[src/hdl/kcl_pkg.sv]
package kcl_pkg;

  localparam int unsigned RAW_W   = 8;
  localparam int unsigned DIGIT_W = 4;
  localparam int unsigned STAR_W  = 3;

  localparam logic [RAW_W-1:0] KEY_ENTER   = 8'd16;
  localparam logic [RAW_W-1:0] KEY_NEWCODE = 8'd15;
  localparam logic [RAW_W-1:0] DIGIT_LIMIT = 8'd10;

  typedef enum logic [2:0] {
    EV_NONE     = 3'd0,
    EV_DIGIT    = 3'd1,
    EV_UNLOCKED = 3'd2,
    EV_WRONG    = 3'd3,
    EV_CHANGED  = 3'd4,
    EV_PROMPT   = 3'd5
  } event_t;

  typedef struct packed {
    event_t              event_res;
    logic [STAR_W-1:0]   star_count;
    logic                beep;
    logic                is_unlocked;
  } result_t;

  // Scan code to key value; unlisted codes pass through unchanged.
  function automatic logic [RAW_W-1:0] map_key(input logic [RAW_W-1:0] raw);
    logic [RAW_W-1:0] key;
    unique case (raw)
      8'd6:    key = 8'd1;
      8'd5:    key = 8'd2;
      8'd4:    key = 8'd3;
      8'd3:    key = 8'd13;
      8'd14:   key = 8'd4;
      8'd13:   key = 8'd5;
      8'd12:   key = 8'd6;
      8'd11:   key = 8'd14;
      8'd22:   key = 8'd7;
      8'd21:   key = 8'd8;
      8'd20:   key = 8'd9;
      8'd19:   key = 8'd15;
      8'd30:   key = 8'd11;
      8'd29:   key = 8'd0;
      8'd28:   key = 8'd12;
      8'd27:   key = 8'd16;
      default: key = raw;
    endcase
    return key;
  endfunction

endpackage

[src/hdl/kcl_core.sv]
module kcl_core #(
  parameter int unsigned CODE_LENGTH = 5
) (
  input  logic                          clk,
  input  logic                          rst,
  input  logic                          fire,
  input  logic [kcl_pkg::RAW_W-1:0]     raw_key_code,
  output kcl_pkg::result_t              result
);

  localparam int unsigned POS_W = (CODE_LENGTH > 1) ? $clog2(CODE_LENGTH) : 1;
  localparam int unsigned CNT_W = POS_W + 1;

  logic [kcl_pkg::DIGIT_W-1:0] entered_digits [CODE_LENGTH];
  logic [kcl_pkg::DIGIT_W-1:0] stored_code    [CODE_LENGTH];
  logic [POS_W-1:0]            entry_position;
  logic [POS_W-1:0]            entry_position_next;
  logic                        unlocked_flag;
  logic                        unlocked_flag_next;

  logic [kcl_pkg::RAW_W-1:0]   key;
  logic                        is_digit;
  logic                        code_match;
  logic                        digit_wr;
  logic                        code_wr;
  logic [CNT_W-1:0]            count;

  always_comb begin
    code_match = 1'b1;
    for (int i = 0; i < CODE_LENGTH; i++) begin
      if (entered_digits[i] != stored_code[i]) begin
        code_match = 1'b0;
      end
    end
  end

  always_comb begin
    key                 = kcl_pkg::map_key(raw_key_code);
    is_digit            = key < kcl_pkg::DIGIT_LIMIT;
    count               = {1'b0, entry_position} + CNT_W'(1);
    entry_position_next = entry_position;
    unlocked_flag_next  = unlocked_flag;
    digit_wr            = 1'b0;
    code_wr             = 1'b0;
    result.event_res    = kcl_pkg::EV_NONE;
    result.star_count   = '0;
    result.beep         = 1'b0;

    if (is_digit) begin
      digit_wr          = 1'b1;
      result.event_res  = kcl_pkg::EV_DIGIT;
      result.star_count = kcl_pkg::STAR_W'(count);
      // wrap once the full code length is in
      if (count == CNT_W'(CODE_LENGTH)) begin
        entry_position_next = '0;
      end else begin
        entry_position_next = POS_W'(count);
      end
    end else if (key == kcl_pkg::KEY_ENTER) begin
      if (!unlocked_flag) begin
        if (code_match) begin
          unlocked_flag_next = 1'b1;
          result.event_res   = kcl_pkg::EV_UNLOCKED;
        end else begin
          entry_position_next = '0;
          result.beep         = 1'b1;
          result.event_res    = kcl_pkg::EV_WRONG;
        end
      end else begin
        code_wr            = 1'b1;
        unlocked_flag_next = 1'b0;
        result.event_res   = kcl_pkg::EV_CHANGED;
      end
    end else if (key == kcl_pkg::KEY_NEWCODE && unlocked_flag) begin
      result.event_res = kcl_pkg::EV_PROMPT;
    end

    result.is_unlocked = unlocked_flag_next;
  end

  always_ff @(posedge clk) begin
    if (rst) begin
      entry_position <= '0;
      unlocked_flag  <= 1'b0;
      for (int i = 0; i < CODE_LENGTH; i++) begin
        entered_digits[i] <= '0;
        stored_code[i]    <= kcl_pkg::DIGIT_W'(i % 10);
      end
    end else if (fire) begin
      entry_position <= entry_position_next;
      unlocked_flag  <= unlocked_flag_next;
      if (digit_wr) begin
        entered_digits[entry_position] <= key[kcl_pkg::DIGIT_W-1:0];
      end
      if (code_wr) begin
        for (int i = 0; i < CODE_LENGTH; i++) begin
          stored_code[i] <= entered_digits[i];
        end
      end
    end
  end

`ifndef ASSERT_OFF
  a_pos_range: assert property (@(posedge clk) disable iff (rst)
    {1'b0, entry_position} < CNT_W'(CODE_LENGTH))
    else $error("entry position beyond code length");

  a_wrong_resets_pos: assert property (@(posedge clk) disable iff (rst)
    fire && result.event_res == kcl_pkg::EV_WRONG |=> entry_position == '0)
    else $error("wrong code did not reset position");

  a_unlock_sets_flag: assert property (@(posedge clk) disable iff (rst)
    fire && result.event_res == kcl_pkg::EV_UNLOCKED |=> unlocked_flag)
    else $error("unlock event without unlocked state");

  a_change_locks: assert property (@(posedge clk) disable iff (rst)
    fire && result.event_res == kcl_pkg::EV_CHANGED |=>
      !unlocked_flag && stored_code[0] == $past(entered_digits[0]))
    else $error("code change did not lock and store");

  a_idle_holds: assert property (@(posedge clk) disable iff (rst)
    !fire |=> $stable(unlocked_flag) && $stable(entry_position))
    else $error("lock state moved without a request");
`endif

endmodule

[src/hdl/keypad_code_lock.sv]
// Path from input request to result: input register, then result register.
// Throughput: one request per cycle; s_tready stays high while the result
// register is empty or being drained.
// The key map, digit buffer and code compare sit between the two registers.
// Reset (rst, synchronous, active high) locks, clears the entry buffer and
// position, and loads the stored code with digits 0,1,2,... (i mod 10).
module keypad_code_lock #(
  parameter int unsigned CODE_LENGTH = 5
) (
  input  logic       clk,
  input  logic       rst,
  input  logic       s_tvalid,
  output logic       s_tready,
  input  logic [7:0] s_tdata,   // [7:0] raw_key_code
  output logic       m_tvalid,
  input  logic       m_tready,
  output logic [7:0] m_tdata    // [2:0] event_res, [5:3] star_count, [6] beep, [7] is_unlocked
);

  logic                         in_valid;
  logic [kcl_pkg::RAW_W-1:0]    in_code;
  logic                         out_free;
  logic                         fire;
  kcl_pkg::result_t             result;
  kcl_pkg::result_t             out_res;

  assign out_free = !m_tvalid || m_tready;
  assign fire     = in_valid && out_free;
  assign s_tready = !in_valid || out_free;

  always_ff @(posedge clk) begin
    if (rst) begin
      in_valid <= 1'b0;
    end else if (s_tready) begin
      in_valid <= s_tvalid;
    end
  end

  always_ff @(posedge clk) begin
    if (s_tready && s_tvalid) begin
      in_code <= s_tdata;
    end
  end

  kcl_core #(
    .CODE_LENGTH (CODE_LENGTH)
  ) u_core (
    .clk          (clk),
    .rst          (rst),
    .fire         (fire),
    .raw_key_code (in_code),
    .result       (result)
  );

  always_ff @(posedge clk) begin
    if (rst) begin
      m_tvalid <= 1'b0;
    end else if (out_free) begin
      m_tvalid <= in_valid;
    end
  end

  // hold the result until it is taken
  always_ff @(posedge clk) begin
    if (fire) begin
      out_res <= result;
    end
  end

  assign m_tdata = {out_res.is_unlocked, out_res.beep, out_res.star_count,
                    out_res.event_res};

endmodule

[config.mk]
export PLATFORM = sky130hd
export DESIGN_NAME = keypad_code_lock
export DESIGN_NICKNAME = d
export VERILOG_FILES = /design/src/hdl/kcl_pkg.sv /design/src/hdl/kcl_core.sv /design/src/hdl/keypad_code_lock.sv
export SDC_FILE = /design/constraint.sdc
export NUM_CORES = 1
export LEC_CHECK = 0
export CORE_MARGIN = 3
export CORE_UTILIZATION = 62
export CTS_CLUSTER_SIZE = 8
export DETAILED_ROUTE_END_ITERATION = 7
export DONT_BUFFER_PORTS = 1
export PLACE_DENSITY = 0.78
export SETUP_SLACK_MARGIN = 0.4
export SLEW_MARGIN = 20
export SYNTH_ARGS = -nofsm -noshare
export SYNTH_HDL_FRONTEND = slang
export SYNTH_SLANG_ARGS = --single-unit
[constraint.sdc]
create_clock -name clk -period 2.68 [get_ports clk]
set_input_delay 0.268 -clock clk [delete_from_list [all_inputs] [get_ports clk]]
set_output_delay 0.268 -clock clk [all_outputs]
set_load 0.05 [all_outputs]
==> flow_metrics.py <==
metrics = {
    "floorplan": {
        "die_h_um": 74.5,
        "rows": 24,
        "core_sq_um": 4440,
        "dieArea_sq_um": 5550,
        "initial_core_util_pct": 65.5,
        "die_w_um": 74.5,
        "ios": 22,
    },
    "power_and_ir_drop": {
        "p_seq_share_pct": 56.2,
        "p_sw_w": 0.000453,
        "finalPower_w": 0.00201,
        "p_leak_nw": 1.14,
        "powerDensity_nw_per_um2": 610,
        "combPwrFrac_pct": 6.0,
        "switching_share_pct": 22.6,
        "ir_worst_vdd_v": 0.000444,
        "clkPwrFrac_pct": 37.8,
        "intPower_w": 0.00155,
    },
    "drt": {
        "drt_iter0_markers": 135,
        "firstDrtPassIters": 5,
        "vias_per_cell": 5.89,
        "num_vias": 1895,
        "post-route-drc-count": 0,
        "routed_wl_um": 5280,
        "wire_per_inst_um": 16.4,
        "detail-route-antenna-nets": 0,
    },
    "synthesis": {
        "synthFlopType": "edfxtp_1",
        "netlist_instances": 245,
        "syn-num-nets": 259,
        "synth.most_common_cell": "edfxtp_1",
        "synth_edf_count": 56,
        "synthArstFlopShare_pct": 0,
        "yosys.area.top_type": "edfxtp_1",
        "synth.distinct_cells": 43,
        "syn_area_sq_um": 2910,
        "yosys-top-cells-area": "edfxtp_1 58%, dfxtp_1 4.1%, and2_1 3.7%",
        "ys_seq_area_share_pct": 61.9,
        "synth_common_cells": "56 x edfxtp_1, 28 x nor2_1, 17 x and2_1",
        "avgSynthCellArea_sq_um": 11.9,
        "ys_seq_elements": 62,
        "ys_warn_count": 0,
        "yosysTopAreaCellShare_pct": 57.8,
    },
    "global_route": {
        "gr-total-overflow": 0,
        "grt_pass1_vias": 1752,
        "antenna_found_initial": 0,
        "grt_pass1_wl_um": 8270,
        "grt.total_usage_pct": 20.5,
        "grt_max_degree": 21,
    },
    "clock_network": {
        "cts_tree": "built",
        "cts.htree.levels": 3,
        "clock_latency_ns": 0.33,
        "clkSinkCount": 62,
        "numCtsBuffers": 9,
        "cts_buffer_depth": 2,
        "cts_root_buffer": "clkbuf_8",
        "path_clk_slew_ns": 0.06,
    },
    "timing": {
        "tightest_slew_ns": 0.694,
        "hold_viol_final": 0,
        "period_share_pct": 81.1,
        "tns_ns": 0,
        "max_slew_margin_pct": 53.3,
        "whs_ns": 0.0366,
        "setup_viol": 0,
        "slew_viol_final": 0,
        "fmax_mhz": 460,
        "rsz0062_at_grt": "no",
        "min_period_ns": 2.17,
        "finClkSkew_ns": 0.00695,
    },
    "placement": {
        "portBuffers": 0,
        "gp_congestion": 0.878,
        "placed_cells": 293,
        "dp_hpwl_um": 3500,
    },
    "final_layout": {
        "num-nets-final": 279,
        "layout-drive-gt1-share_pct": 17.4,
        "areaGrowthSynthToFinish_pct": 13.1,
        "antennaDiodeCount": 0,
        "finalNonFillerCells": 322,
    },
    "critical_path": {
        "crit_path_end_kind": "register",
        "critPathLaunchType": "register",
        "setup.worst_path.end": "u_core.entered_digits[3][0]",
        "r2r_end": "u_core.entered_digits[3][0]",
        "r2r-start": "in_code[0]",
        "cp.required_ns": 2.72,
        "r2r_slack_ns": 0.51,
        "critPathKind": "register to register",
        "crit_path_start": "in_code[0]",
        "critPathMaxFanout": 7,
        "r2r_cells": 6,
        "cp.arrival_ns": 2.21,
    },
    "run_status": {
        "status": "finished, final reports clean",
    },
    "run": {
        "drv_cap": 0,
    },
    "worst_hold_path": {
        "hold_path_class": "input pin to register",
    },
}
-- layout make-up --
| class | instances | area [sq um] |
|---|---|---|
| Fill cell | 323 | 1150 |
| Clock buffer | 11 | 131 |
| Tap cell | 52 | 65.1 |
| Timing Repair Buffer | 18 | 138 |
| Inverter | 9 | 33.8 |
| Multi-Input combinational cell | 165 | 1070 |
| Clock inverter | 5 | 50.0 |
| Sequential cell | 62 | 1800 |
-- timing repair --
action / in CTS / in global routing
gates cloned: 0 / 0
setup endpoints to repair: 20 / 61
hold buffers: 1 / 0
pin swaps: 0 / 4
setup buffers: 3 / 9
endpoints found under the hold margin: 3 / 0
resized for setup: 2 / 7
-- metrics by stage --
stage          setup slack [ns]  instance area [sq um]  utilization [%]
3_5_place_dp              0.344                   2970             66.9
3_3_place_gp              0.431                   2970             66.9
5_1_grt                   0.365                   3290             74.1
2_1_floorplan             0.482                   2910                -
4_1_cts                   0.412                   3190             71.8
6_report                  0.505                   3290             74.1
-- registers in the layout, summed over array words and instances, names as in the netlist --
| register | cells |
|---|---|
| u_core.entry_position | 3 |
| in_valid | 1 |
| u_core.stored_code | 20 |
| u_core.entered_digits | 20 |
| in_code | 8 |
| m_tdata | 8 |
| u_core.unlocked_flag | 1 |
| m_tvalid | 1 |
-- worst min path at each step --
stage | start | endpoint | slack [ns] | depth (start not counted)
2_1_floorplan | s_tdata[0] | in_code[0] | 0.37 | 0
3_3_place_gp | rst | u_core.unlocked_flag | 0.34 | 1
3_5_place_dp | rst | in_valid | 0.34 | 1
4_1_cts | s_tdata[4] | in_code[4] | 0.02 | 0
5_1_grt | s_tdata[4] | in_code[4] | 0.01 | 0
6_report | s_tdata[4] | in_code[4] | 0.04 | 0
-- power by group through the flow --
stage                     registers (W)  clock network [W]  logic [W]
after floorplan                 0.00114                  0  0.0000842
after global placement          0.00115                  0  0.0000988
after detailed placement        0.00115                  0   0.000100
after CTS                       0.00113           0.000769   0.000107
after global routing            0.00113           0.000808   0.000133
final                           0.00113           0.000759   0.000121
-- placed cells by master, fill, tap and decap left out, types with 3 or more instances in the layout --
| master | Yosys | layout |
|---|---|---|
| nand3_1 | 6 | 6 |
| nand4_1 | 7 | 7 |
| o21ai_0 | 6 | 6 |
| o21ai_1 | 5 | 5 |
| nand2_2 | 0 | 3 |
| inv_1 | 8 | 8 |
| dfxtp_1 | 6 | 6 |
| a21oi_1 | 8 | 8 |
| nand2_1 | 16 | 13 |
| or3_1 | 8 | 6 |
| nand2b_1 | 6 | 6 |
| edfxtp_1 | 56 | 56 |
| buf_4 | 0 | 17 |
| nor2_1 | 28 | 28 |
| and2_1 | 17 | 17 |
| clkbuf_8 | 0 | 9 |
| xnor2_1 | 12 | 12 |
| nor3_1 | 3 | 3 |
| xor2_1 | 8 | 8 |
| o22ai_1 | 4 | 4 |
| a31oi_1 | 3 | 3 |
-- metal layers --
| metal | up-vias | routed length (um) | GRT usage [%] |
|---|---|---|---|
| met5 | - | 0 | 0 |
| met4 | 0 | 134 | 7.91 |
| met3 | 13 | 339 | 7.43 |
| met2 | 70 | 2620 | 31.5 |
| met1 | 883 | 2180 | 26.9 |
| li1 | 929 | - | - |
-- kinds of logic (layout without fill, tap and decap cells) --
logic type | after synthesis | after routing | share of synthesized area, %
DFF | 62 | 62 | 61.9
AOI/OAI and AO/OA | 39 | 39 | 9.76
buffers and inverters | 18 | 43 | 2.62
muxes | 1 | 1 | 0.387
adders and majority gates | 2 | 2 | 0.859
xor gates and xnor gates | 20 | 20 | 6.02
and+or+nand+nor | 103 | 103 | 18.5
-- worst max-delay path, stage by stage (launching register included) --
cell      delay, ns
edfxtp_1       0.48
nor2b_1        0.19
o22ai_1        0.13
a221o_1        0.42
nor3_4         0.19
nand4_1        0.26
nand2_2        0.20
No activity file was read; power rests on OpenSTA's default activity.
